File: config.mk
export PLATFORM = sky130hd
export DESIGN_NAME = rmq_sqrt_cell
export DESIGN_NICKNAME = d
export VERILOG_FILES = /design/src/design/assert_macros.svh /design/src/design/rmq_pkg.sv /design/src/design/rmq_sqrt_cell.sv
export SDC_FILE = /design/constraint.sdc
export NUM_CORES = 1
export LEC_CHECK = 0
export BUFFER_PORTS_ARGS = -buffer_cell sky130_fd_sc_hd__buf_2
export CAP_MARGIN = 0
export CORE_AREA = 2 2 121 146
export CTS_CLUSTER_SIZE = 14
export DETAILED_ROUTE_END_ITERATION = 8
export DIE_AREA = 0 0 123 148
export GPL_TIMING_DRIVEN = 0
export PLACE_DENSITY = 0.74
export SLEW_MARGIN = 20
export SYNTH_ARGS = -nofsm -noshare
export SYNTH_HDL_FRONTEND = slang
export SYNTH_SLANG_ARGS = --single-unit
export TNS_END_PERCENT = 50
File: constraint.sdc
create_clock -name clk_i -period 0.8 [get_ports clk_i]
set_input_delay 0.16 -clock clk_i [delete_from_list [all_inputs] [get_ports clk_i]]
set_output_delay 0.16 -clock clk_i [all_outputs]
set_load 0.05 [all_outputs]
File: src/design/assert_macros.svh
// -----------------------------------------------------------------------------
// assert_macros
// Assertion macros used by rotation_matrix_to_quaternion_core.
// -----------------------------------------------------------------------------
`ifndef ASSERT_MACROS_SVH
`define ASSERT_MACROS_SVH
`ifndef NO_ASSERTIONS
// Check a property on every rising clock edge, off while reset is low.
`define ASSERT_CLK(label, clk, rst_n, prop) \
  label: assert property (@(posedge clk) disable iff (!rst_n) (prop)) \
    else $error("assertion failed");
// Check that a condition never holds on a rising clock edge, off in reset.
`define ASSERT_NEVER(label, clk, rst_n, prop) \
  label: assert property (@(posedge clk) disable iff (!rst_n) !(prop)) \
    else $error("forbidden condition seen");
`else
`define ASSERT_CLK(label, clk, rst_n, prop)
`define ASSERT_NEVER(label, clk, rst_n, prop)
`endif
`endif

File: src/design/rmq_pkg.sv
// -----------------------------------------------------------------------------
// rmq_pkg
// Shared constants and types for the rotation matrix to quaternion core.
// -----------------------------------------------------------------------------
package rmq_pkg;
  localparam int FracBits = 16;
  localparam int DataW    = 18;
  localparam int RadW     = 21;                 // radicand, signed; negative values are treated as zero
  localparam int SqW      = RadW + FracBits;    // radicand scaled by 2^FracBits
  localparam int RootW    = (SqW + 1) / 2;      // floor(sqrt) width
  localparam int SW       = RootW + 1;          // S = 2 * root
  localparam int NumW     = 20;                 // |numerator| magnitude
  localparam int DvdW     = NumW + FracBits;    // dividend width
  localparam int SqSteps  = RootW;              // one root bit per cell
  localparam int DivSteps = DvdW;               // one quotient bit per cell
  localparam int Depth    = SqSteps + DivSteps;
  localparam logic [DataW-1:0] Lim = DataW'(1 << FracBits);

  localparam logic [1:0] BrTrace = 2'd0;
  localparam logic [1:0] BrX     = 2'd1;
  localparam logic [1:0] BrY     = 2'd2;
  localparam logic [1:0] BrZ     = 2'd3;

  // Payload carried along the chain: three off-diagonal numerators
  // (sign + magnitude) and the branch code.
  typedef struct packed {
    logic [2:0]            neg;
    logic [2:0][NumW-1:0]  mag;
    logic [1:0]            branch;
  } side_t;

  // Square-root cell state.
  typedef struct packed {
    logic [SqW-1:0]   rem;
    logic [SqW-1:0]   val;
    logic [RootW-1:0] root;
  } sq_t;

  // Divider cell state: three lanes share the divisor.
  typedef struct packed {
    logic [SW-1:0]              s;
    logic [2:0][DvdW-1:0]       rem;
    logic [2:0][DvdW-1:0]       quo;
  } dv_t;
endpackage

File: src/design/rmq_sqrt_cell.sv
// -----------------------------------------------------------------------------
// rmq_sqrt_cell
// One step of a restoring square root: settles one root bit per cycle while enabled.
// -----------------------------------------------------------------------------
module rmq_sqrt_cell (
  input  logic              clk_i,
  input  logic              rst_ni,
  input  logic [5:0]        step_i,
  input  logic              en_i,
  input  logic              vld_i,
  input  rmq_pkg::sq_t      sq_i,
  input  rmq_pkg::side_t    side_i,
  output logic              vld_o,
  output rmq_pkg::sq_t      sq_o,
  output rmq_pkg::side_t    side_o
);
  import rmq_pkg::*;

  logic           vld_q;
  sq_t            sq_q, sq_d;
  side_t          side_q;
  logic [SqW+1:0] trial;
  logic [SqW+1:0] cur;
  int unsigned    sh;

  // Bring in the next two radicand bits, try root*4+1.
  always_comb begin
    sh    = 2 * (RootW - 1 - int'(step_i));
    cur   = {sq_i.rem, 2'b00} | (SqW+2)'((sq_i.val >> sh) & SqW'(3));
    trial = {sq_i.root, 2'b01};
    sq_d  = sq_i;
    if (cur >= trial) begin
      sq_d.rem  = SqW'(cur - trial);
      sq_d.root = {sq_i.root[RootW-2:0], 1'b1};
    end else begin
      sq_d.rem  = SqW'(cur);
      sq_d.root = {sq_i.root[RootW-2:0], 1'b0};
    end
  end

  always_ff @(posedge clk_i or negedge rst_ni) begin
    if (!rst_ni) begin
      vld_q <= 1'b0;
    end else if (en_i) begin
      vld_q <= vld_i;
    end
  end

  always_ff @(posedge clk_i) begin
    if (en_i) begin
      sq_q   <= sq_d;
      side_q <= side_i;
    end
  end

  assign vld_o  = vld_q;
  assign sq_o   = sq_q;
  assign side_o = side_q;
endmodule

# After elaboration in Yosys (flattened, before gate mapping)
# Index checks and enable logic that the tools add are counted.
totals:
  output_inout_bits: 159
  inputBits: 168
  ff_bits: 159
classes:
  shift: 1
  n_addsub: 2
  n_bitwise: 1
  magnitude_cmp: 1
  n_mux: 2
op_table:
  columns: ["operator", "count"]
  rows:
  - ["$ge A39 B21 Y1", 1]
  - ["$or A39 B2 Y39", 1]
  - ["$mux W37", 1]
  - ["$shr A37 B32 Y2", 1]
  - ["$sub A37 B21 Y37", 1]
  - ["$sub A5 B6 Y7 const A", 1]
  - ["$mux W1", 1]

# Logic depth before layout (Yosys ltp)
depth:
  word_depth: 5
  mapped_depth: 17
  mapped_depth_nobuf: 16

# Least setup slack after synthesis
# No wires, ideal clock.
synth_path:
  path_type: "in2reg"
  from: "in step_i[0]"
  to: "reg sq_q (netlist bit sq_o[86]) (data pin)"
  arrival_ps: 3719
  path_slack_ps: -3177
  stages: 16
  path_buffers: 1
  path_cell_list: "ha_1 -> buf_4 -> inv_1 -> mux4_2 -> o211ai_1 -> o31a_1 -> ha_1 -> nor2b_1 -> o31ai_1 -> a21boi_0 -> o31ai_1 -> a31oi_1 -> a311oi_1 -> o21ai_2 -> or3_1 -> xnor2_1"
synth_rtl:
  columns: ["item", "line_no", "rtl"]
  rows:
  - ["start, declared", "rmq_sqrt_cell.sv:8", "input logic [5:0] step_i,"]
  - ["end signal, assigned", "rmq_sqrt_cell.sv:51", "sq_q <= sq_d;"]
  - ["end, declared", "rmq_sqrt_cell.sv:20", "sq_t sq_q, sq_d;"]

==> out/results.ini <==
[route]
ant_nets = 0
drt-initial-drc-count = 391
routed_wl_mm = 24.4
num_vias = 6295
drcViolationCount = 0
via_per_inst = 5.17
drt_first_pass_iters = 5
wl_per_cell_um = 20.0

[timing]
hold_viol_final = 0
worst_slack_ns = -2.87
finClkSkew_ns = 0
finalCriticalPeriod_ns = 3.67
max_slew_margin = 0.594
finalCritPeriodShare = 4.59
setup_viol_count_final = 273
rsz0062_at_grt = true
timing.fmax_mhz = 272
slew_violations = 0
worst_pin_slew_ns = 0.609

[yosys]
yosysWarnings = 0
syn_nets = 679
synth-edff-count = 158
synth_common_cells = 158 x edfxtp_1, 31 x nand2_1, 30 x inv_1, 26 x a21oi_1, 25 x o21ai_0
synth_flop_cell = edfxtp_1
synth_area_um2 = 7080
ys_ff_latch = 159
synthTopCellsByArea = edfxtp_1 67%, ha_1 3.9%, xor2_1 2.5%
yosysTopAreaCell = edfxtp_1
synth_most_common_cell = edfxtp_1
netlist.area_leader.share = 0.670
synthArstFlopShare = 0.00629
yosysSeqAreaShare = 0.674
yosysUniqueCellTypes = 57
syn_inst = 489
synth.avg_cell_area_um2 = 14.5

[place]
dpl.hpwl_mm = 14.2
portBuffers = 325
place.gp.congestion = 0.852
post-place-ws_ns = -3.77

[worst_setup_path]
rr_endpoint = vld_o
worst_ep_required_time_ns = 0.98
ff2ff_setup_slack_ns = 0.03
arrival_ns = 3.86
path_delay_family = compound AO/OA/AOI/OAI gates
critPathCaptureType = flip-flop
start_kind = primary input
slowest_delay_ns = 0.51
path_buf_inv = 4
cp_max_fo = 5
slowest_stage = mux4_2
path_class = in -> reg
reg2reg_from = vld_o
worst-r2r-cell-count = 1
path_cells = buf_8 -> ha_4 -> buf_8 -> inv_8 -> mux4_2 -> o211ai_1 -> o31a_1 -> buf_6 -> ha_4 -> nand4_1 -> or4_4 -> o21ai_4 -> nor4_4 -> o2111a_1 -> a311oi_2 -> o21ai_4 -> or3_4 -> xnor2_1

[cells_and_area]
drive_gt1_frac = 0.457
fillerInstances = 1014
syn_to_final_growth_pct = 77.1
layout.nets = 1178
fin_util = 0.747
seq_area_um2 = 4770
multi_input_area_um2 = 2430

[clocking]
clkSinkCount = 159
htree_levels = 4
cts_buffer_depth = 2
cts_root_buf = clkbuf_16
numCtsBuffers = 17
cts_tree = yes
clkLatencyLatePin_ns = 0.43
clkTransAtPathRegs_ns = 0.07

[floorplanning]
die_y_um = 148
fp.coreArea_um2 = 16800
die_width_um = 123
dieArea_um2 = 18200
start_util = 0.422
io_pins = 327
row_count = 52

[hold_path]
hp-start = sq_i[76]
holdPathEnd = sq_o[78]
hold_class = in -> reg
min_path_cells = 3

[global_routing]
grt_remaining_overflow = 0
grt_pass1_vias = 6735
track_usage = 0.262
grt_pass1_wl_mm = 35.7
antenna_found_initial = 1
grt_max_degree = 106

[outcome]
status = finished with violations
violations = setup timing

[pwr]
p_leak_nw = 5.26
ir_drop_uv = 1210
p_per_area_nw_per_um2 = 2110

[flow_run]
cap_viol_max_count = 0

## kinds of logic (layout without fill, tap and decap cells)
family | Yosys count | count (layout) | synth area share
simple gates | 107 | 107 | 0.0774
buf+inv | 42 | 554 | 0.0253
fa+ha+maj | 22 | 22 | 0.0389
xor+xnor | 35 | 35 | 0.0444
mux | 19 | 19 | 0.0400
flops | 159 | 159 | 0.674
compound gates | 105 | 105 | 0.100
other cells | 0 | 1 | 0
## per-layer routing
metal | vias up | track usage | wire length [um]
met2 | 316 | 0.481 | 13300
met5 | - | 0 | 0
met3 | 50 | 0.0787 | 1960
met4 | 0 | 0.107 | 701
li1 | 2871 | - | -
met1 | 3058 | 0.274 | 8380
## per-stage QoR
step | TNS (ns) | total power, W | hold WS [ns] | cell area, um2 | cells
CTS | -168.13 | 0.0262 | 0.00843 | 12300 | 1208
global placement | -497.22 | 0.0161 | -0.0644 | 9020 | 1030
detailed placement | -189.48 | 0.0161 | -0.0635 | 9060 | 1031
floorplan | -92.01 | 0.0144 | -0.136 | 7130 | 489
global route | -173.34 | 0.0272 | 0.0157 | 12500 | 1217
finish | -161.84 | 0.0264 | 0.0260 | 12500 | 1218
## what timing repair did
item                       in CTS  in global routing
resized for setup             367                 40
buffers inserted               22                  9
hold endpoints to repair      122                  0
setup endpoints to repair     302                302
cloned                          1                  1
hold buffers                  123                  0
pin swaps                      17                 10
## state kept, by name, indices dropped and copies added (netlist names)
name,count
side_o,65
sq_o,93
vld_o,1
## cells in the final DEF (no fill, tap or decap), types with 14 or more instances in the layout
| cell | n |
|---|---|
| a21oi_1 | 25 |
| buf_2 | 163 |
| buf_4 | 20 |
| buf_6 | 171 |
| clkbuf_16 | 18 |
| dlygate4sd3_1 | 123 |
| edfxtp_1 | 158 |
| ha_1 | 19 |
| inv_1 | 28 |
| nand2_1 | 30 |
| nor2_1 | 16 |
| o21ai_0 | 16 |
| xnor2_1 | 14 |
| xor2_1 | 20 |
## area by class of cell
type,instances,share of cell area
clock inverters,14,0.0135
clock buffers,18,0.0342
repair buffers,482,0.339
well taps,216,0.0216
flip-flops and latches,159,0.380
multi-input cells,288,0.194
diodes,1,0.000200
plain buffers,10,0.00798
inverters,30,0.00958
## how the worst max path moves through the flow
| stage | from | end | slack (ns) | depth (start not counted) |
|---|---|---|---|---|
| 2_1_floorplan | step_i[0] | sq_o[86] | -2.90 | 16 |
| 3_3_place_gp | step_i[0] | sq_o[82] | -3.73 | 17 |
| 3_5_place_dp | step_i[0] | sq_o[82] | -3.77 | 17 |
| 4_1_cts | step_i[1] | sq_o[82] | -2.83 | 17 |
| 5_1_grt | step_i[0] | sq_o[82] | -2.97 | 18 |
| 6_report | step_i[1] | sq_o[82] | -2.87 | 18 |
## report_power, final
part	leakage, nW	internal, W	switching [W]
registers	1.56	0.0101	0.000376
clock network	0.287	0.00448	0.00385
logic	3.42	0.00305	0.00458
(Power assumes the default switching activity.)
