$ cat config.mk
export PLATFORM = sky130hd
export DESIGN_NAME = rmq_div_cell
export DESIGN_NICKNAME = d
export VERILOG_FILES = /design/src/design/assert_macros.svh /design/src/design/rmq_pkg.sv /design/src/design/rmq_div_cell.sv
export SDC_FILE = /design/constraint.sdc
export NUM_CORES = 1
export LEC_CHECK = 0
export BUFFER_PORTS_ARGS = -buffer_cell sky130_fd_sc_hd__buf_4
export CORE_AREA = 2 2 257 259
export CTS_BUF_LIST = sky130_fd_sc_hd__clkbuf_8
export CTS_CLUSTER_DIAMETER = 80
export CTS_CLUSTER_SIZE = 20
export DETAILED_ROUTE_END_ITERATION = 6
export DIE_AREA = 0 0 259 261
export GPL_TIMING_DRIVEN = 0
export PLACE_DENSITY = 0.45
export SLEW_MARGIN = 20
export SYNTH_ARGS = -nofsm -noshare
export SYNTH_HDL_FRONTEND = slang
export SYNTH_SLANG_ARGS = --single-unit
$ cat constraint.sdc
create_clock -name clk_i -period 0.85 [get_ports clk_i]
set_clock_uncertainty 0.2 [all_clocks]
set_input_delay 0.0425 -clock clk_i [delete_from_list [all_inputs] [get_ports clk_i]]
set_output_delay 0.0425 -clock clk_i [all_outputs]
set_load 0.05 [all_outputs]
$ cat src/design/assert_macros.svh
// -----------------------------------------------------------------------------
// assert_macros
// Assertion macros used by rotation_matrix_to_quaternion_core.
// -----------------------------------------------------------------------------
`ifndef ASSERT_MACROS_SVH
`define ASSERT_MACROS_SVH
`ifndef NO_ASSERTIONS
// Check a property on every rising clock edge, off while reset is low.
`define ASSERT_CLK(label, clk, rst_n, prop) \
  label: assert property (@(posedge clk) disable iff (!rst_n) (prop)) \
    else $error("assertion failed");
// Check that a condition never holds on a rising clock edge, off in reset.
`define ASSERT_NEVER(label, clk, rst_n, prop) \
  label: assert property (@(posedge clk) disable iff (!rst_n) !(prop)) \
    else $error("forbidden condition seen");
`else
`define ASSERT_CLK(label, clk, rst_n, prop)
`define ASSERT_NEVER(label, clk, rst_n, prop)
`endif
`endif

$ cat src/design/rmq_pkg.sv
// -----------------------------------------------------------------------------
// rmq_pkg
// Shared constants and types for the rotation matrix to quaternion core.
// -----------------------------------------------------------------------------
package rmq_pkg;
  localparam int FracBits = 16;
  localparam int DataW    = 18;
  localparam int RadW     = 21;                 // radicand, signed; negative values are treated as zero
  localparam int SqW      = RadW + FracBits;    // radicand scaled by 2^FracBits
  localparam int RootW    = (SqW + 1) / 2;      // floor(sqrt) width
  localparam int SW       = RootW + 1;          // S = 2 * root
  localparam int NumW     = 20;                 // |numerator| magnitude
  localparam int DvdW     = NumW + FracBits;    // dividend width
  localparam int SqSteps  = RootW;              // one root bit per cell
  localparam int DivSteps = DvdW;               // one quotient bit per cell
  localparam int Depth    = SqSteps + DivSteps;
  localparam logic [DataW-1:0] Lim = DataW'(1 << FracBits);

  localparam logic [1:0] BrTrace = 2'd0;
  localparam logic [1:0] BrX     = 2'd1;
  localparam logic [1:0] BrY     = 2'd2;
  localparam logic [1:0] BrZ     = 2'd3;

  // Payload carried along the chain: three off-diagonal numerators
  // (sign + magnitude) and the branch code.
  typedef struct packed {
    logic [2:0]            neg;
    logic [2:0][NumW-1:0]  mag;
    logic [1:0]            branch;
  } side_t;

  // Square-root cell state.
  typedef struct packed {
    logic [SqW-1:0]   rem;
    logic [SqW-1:0]   val;
    logic [RootW-1:0] root;
  } sq_t;

  // Divider cell state: three lanes share the divisor.
  typedef struct packed {
    logic [SW-1:0]              s;
    logic [2:0][DvdW-1:0]       rem;
    logic [2:0][DvdW-1:0]       quo;
  } dv_t;
endpackage

$ cat src/design/rmq_div_cell.sv
// -----------------------------------------------------------------------------
// rmq_div_cell
// One step of three restoring dividers sharing a divisor: one quotient bit.
// -----------------------------------------------------------------------------
module rmq_div_cell (
  input  logic              clk_i,
  input  logic              rst_ni,
  input  logic [5:0]        step_i,
  input  logic              en_i,
  input  logic              vld_i,
  input  rmq_pkg::dv_t      dv_i,
  input  rmq_pkg::side_t    side_i,
  input  logic [rmq_pkg::RootW-1:0] root_i,
  output logic              vld_o,
  output rmq_pkg::dv_t      dv_o,
  output rmq_pkg::side_t    side_o,
  output logic [rmq_pkg::RootW-1:0] root_o
);
  import rmq_pkg::*;

  logic             vld_q;
  dv_t              dv_q, dv_d;
  side_t            side_q;
  logic [RootW-1:0] root_q;
  logic [DvdW:0]    cur [3];

  // Shift in the next dividend bit, subtract S if it fits.
  always_comb begin
    dv_d = dv_i;
    for (int l = 0; l < 3; l++) begin
      if (int'(step_i) < NumW) begin
        cur[l] = {dv_i.rem[l], side_i.mag[l][NumW - 1 - int'(step_i)]};
      end else begin
        cur[l] = {dv_i.rem[l], 1'b0};
      end
      if (cur[l] >= (DvdW+1)'(dv_i.s)) begin
        dv_d.rem[l] = DvdW'(cur[l] - (DvdW+1)'(dv_i.s));
        dv_d.quo[l] = {dv_i.quo[l][DvdW-2:0], 1'b1};
      end else begin
        dv_d.rem[l] = DvdW'(cur[l]);
        dv_d.quo[l] = {dv_i.quo[l][DvdW-2:0], 1'b0};
      end
    end
  end

  always_ff @(posedge clk_i or negedge rst_ni) begin
    if (!rst_ni) begin
      vld_q <= 1'b0;
    end else if (en_i) begin
      vld_q <= vld_i;
    end
  end

  always_ff @(posedge clk_i) begin
    if (en_i) begin
      dv_q   <= dv_d;
      side_q <= side_i;
      root_q <= root_i;
    end
  end

  assign vld_o  = vld_q;
  assign dv_o   = dv_q;
  assign side_o = side_q;
  assign root_o = root_q;
endmodule
# After elaboration in Yosys (flattened, before gate mapping)

Cells that the tools add are included.

$lt $le $gt $ge: 5
Add/subtract/negate cells: 4
Multiplexer cells: 18

Operator list:

| operator                                           | count |
|---|---|
| >= comparator 37 x 20 -> 1 bit                     | 3 |
| 2-to-1 mux 36 bit                                  | 3 |
| subtractor 36 x 20 -> 36 bit                       | 3 |
| binary-select mux 1 bit (select 5 bit)             | 3 |
| 2-to-1 mux 1 bit                                   | 12 |
| < comparator 7 bit, second input constant          | 1 |
| subtractor 5 x 6 -> 7 bit, first input constant    | 1 |
| < comparator 6 x 5 -> 1 bit, second input constant | 1 |

Bits in registers: 321
Input bits: 330

# Depth between registers and ports, before layout

Depth after elaboration: 7
Mapped depth: 17
Gate-level depth less buffers: 16

# Worst setup path before layout

Ideal clock, no wire load.

Path type: input to register
Start point: input step_i[0]
End point: register dv_q, in the netlist dv_o[178] (data pin)
Required time: 0.379 ns
Buffers on the path: 2
Setup slack: -4.022 ns
Arrival: 4.400 ns
Cell stages on the path: 16
Cell sequence: clkbuf_1 > buf_1 > mux4_2 > mux4_2 > a22o_1 > nand2_1 > ha_1 > fa_1 > nor2b_1 > o31a_1 > o311a_1 > o311ai_0 > o21ai_0 > or2_2 > nor4_1 > xor2_1

RTL lines:

| what                 | RTL line           | source |
|---|---|---|
| start, declared      | rmq_div_cell.sv:8  | `input logic [5:0] step_i,` |
| end signal, assigned | rmq_div_cell.sv:56 | `dv_q <= dv_d;` |
| end, declared        | rmq_div_cell.sv:22 | `dv_t dv_q, dv_d;` |

==> flow_summary.json <==
{
  "status": "complete, but fails checks",
  "violations": "hold timing, setup timing",
  "synth-seq-area-share_pct": 64.0,
  "grt_pass1_wl_mm": 92.1,
  "critPathKind": "in -> reg",
  "hold_class": "in -> reg",
  "die_h_um": 261,
  "num_vias": 13650,
  "dp_cells": 2599,
  "htree_levels": 1,
  "synth_common_cells": "320 x edfxtp_1, 69 x nand2_1, 62 x ha_1",
  "critical-path-top-delay-family": "compound AO/OA/AOI/OAI gates",
  "fin_hold_ws_ns": -0.531,
  "wl_per_cell_um": 21.6,
  "io_pins": 651,
  "synth_flop_cell": "edfxtp_1",
  "period_minus_slack_ns": 3.60,
  "grt_pass1_vias": 14261,
  "relSlewSlack_pct": 34.5,
  "cp.buffers_inverters": 4,
  "fillCellCount": 6015,
  "syn_nets": 1481,
  "yosysMostFrequentCell": "edfxtp_1",
  "netlist.area_leader.share_pct": 63.9,
  "path_clk_slew_ns": 0.12,
  "syn_area_um2": 15000,
  "clock_latency_ns": 0.69,
  "synth.distinct_cells": 69,
  "fp.dieW_um": 259,
  "fin_ws_ns": -2.75,
  "place_ws_ns": -4.29,
  "start_kind": "input port",
  "power_density_nw_per_um2": 1680,
  "arrival_ns": 3.84,
  "total_power_w": 0.0485,
  "clk_path_buf_depth": 3,
  "cts.sinks": 321,
  "numCtsBuffers": 30,
  "leakage_nw": 11.6,
  "endpoint_kind": "flip-flop",
  "dp_hpwl_mm": 47.5,
  "avgSynthCellArea_um2": 13.9,
  "drc": 0,
  "grt_max_degree": 89,
  "synth-edff-count": 320,
  "cts_root_buf": "clkbuf_8",
  "core_um2": 65000,
  "ir_worst_vdd_v": 0.00118,
  "ys_top_cells_by_area": "edfxtp_1 64%, ha_1 5.2%, mux4_2 2.7%",
  "instances_no_fill": 3062,
  "synth_warnings": 0,
  "finalCritPeriodShare_pct": 424,
  "rows": 94,
  "rsz0062_at_grt": "yes",
  "start_util_pct": 23.1,
  "async_flop_share_pct": 0.312,
  "setup_viol": 489,
  "antenna_found_initial": 7,
  "critPathMaxFanout": 8,
  "synth_seq_cells": 321,
  "dieArea_um2": 67600,
  "synth_area_leader_cell": "edfxtp_1",
  "worstMarginPinSlew_ns": 0.976,
  "place.gp.congestion": 0.866,
  "final_net_count": 2571,
  "io_buffers": 645,
  "drtPass1Iterations": 5,
  "drive_above_1_share_pct": 46.2,
  "required_ns": 1.09,
  "cap_viol_max_count": 0,
  "slew_violations": 0,
  "via_per_inst": 4.46,
  "initialDrtViolationCount": 634,
  "cts_tree": "built",
  "slowest_delay_ns": 0.51,
  "antenna_left": 0,
  "hold_viol": 274,
  "grt.total_usage_pct": 18.4,
  "cpMostUsedCell": "o31a_1",
  "areaGrowthSynthToFinish_pct": 91.7,
  "syn_inst": 1086,
  "crit_slowest_cell": "mux4_2",
  "clock.fmax_ghz": 0.278,
  "overflow": 0,
  "path_cells": "clkbuf_16 -> buf_12 -> mux4_2 -> mux4_2 -> a22o_1 -> nand2_4 -> ha_4 -> nor2b_2 -> o31a_1 -> o31a_1 -> a211o_1 -> o211a_4 -> o31a_1 -> buf_6 -> buf_12 -> mux2_4",
  "totalWireLength_mm": 66.2
}
-- cells in the final DEF, fill, tap and decap left out, types with 12 or more instances in the layout --
| master | instances |
|---|---|
| xnor2_1 | 41 |
| nand2_1 | 52 |
| or3_1 | 13 |
| mux4_2 | 18 |
| o21ai_2 | 15 |
| nor3_1 | 20 |
| xor2_1 | 43 |
| nand3_1 | 13 |
| dlygate4sd3_1 | 315 |
| clkbuf_8 | 30 |
| nand2b_1 | 12 |
| o21ai_0 | 23 |
| buf_12 | 14 |
| buf_6 | 349 |
| inv_1 | 40 |
| a21oi_1 | 37 |
| nand2_2 | 15 |
| nor2_1 | 36 |
| nand4_1 | 13 |
| o21ai_1 | 13 |
| buf_4 | 363 |
| edfxtp_1 | 320 |
| clkbuf_16 | 12 |
| ha_1 | 59 |
| a21o_1 | 21 |
| a21oi_2 | 15 |
-- path summary, 6_finish.rpt --
path | from | end | slack [ns] | cells past startpoint
setup reg to reg | vld_o | vld_o | -0.13 | 1
min in group asynchronous | rst_ni | vld_o | -0.02 | 3
hold / removal | dv_i[216] | dv_o[216] | -0.53 | 1
max in group asynchronous | rst_ni | vld_o | 0.36 | 3
hold reg to reg | vld_o | vld_o | 0.35 | 1
setup / recovery | step_i[0] | dv_o[124] | -2.75 | 16
-- layer usage --
layer / GRT usage [%] / vias up / wire (um) / share of wire [%]
met5: 0 / - / 41 / 0.062
met4: 5.31 / 6 / 1860 / 2.8
met3: 5.78 / 88 / 5210 / 7.9
met2: 32.3 / 453 / 33100 / 50
met1: 21.5 / 6704 / 26000 / 39
li1: - / 6399 / - / -
-- cells by family after synthesis --
| kind of cell | share of synthesized area, % |
|---|---|
| flops | 64.0 |
| mux | 3.56 |
| buf+inv | 1.75 |
| fa+ha+maj | 5.55 |
| simple gates | 9.74 |
| xor+xnor | 5.12 |
| compound gates | 10.3 |
-- metrics by stage --
stage	setup TNS (ns)	utilization, %	hold WS, ns	instance area [um2]
global placement	-1401.31	32.8	-0.382	21300
finish	-491.70	44.4	-0.531	28800
detailed placement	-675.50	33.0	-0.379	21400
CTS	-674.39	43.1	-0.610	28000
floorplan	-316.27	-	-0.453	15400
global route	-517.38	44.4	-0.576	28800
-- power by group --
| group | switching (W) | internal, W | leakage (nW) |
|---|---|---|---|
| Clock | 0.00704 | 0.00455 | 0.366 |
| Sequential | 0.000722 | 0.0192 | 3.14 |
| Combinational | 0.00985 | 0.00716 | 8.13 |
-- timing repair --
item | in CTS | in global routing
hold buffers | 312 | 4
pin swaps | 41 | 52
gates cloned | 14 | 7
gates resized for setup | 481 | 105
setup endpoints to repair | 655 | 732
buffers inserted | 49 | 28
endpoints found under the hold margin | 470 | 311
-- flip-flops by register name, indices dropped and copies added (netlist names) --
| name | cells |
|---|---|
| dv_o | 236 |
| side_o | 65 |
| root_o | 19 |
| vld_o | 1 |
-- cell type report --
| type | count | area (um2) | area share (%) |
|---|---|---|---|
| antenna | 3 | 7.51 | 0.0260 |
| sequential | 321 | 9640 | 33.4 |
| tap | 864 | 1080 | 3.75 |
| buffer | 22 | 332 | 1.15 |
| inverter | 41 | 164 | 0.568 |
| clock buffer | 30 | 413 | 1.43 |
| timing repair buffer | 1058 | 10600 | 36.7 |
| multi-input combinational | 702 | 6320 | 21.9 |
| clock inverter | 21 | 317 | 1.10 |
(Power assumes the default switching activity.)
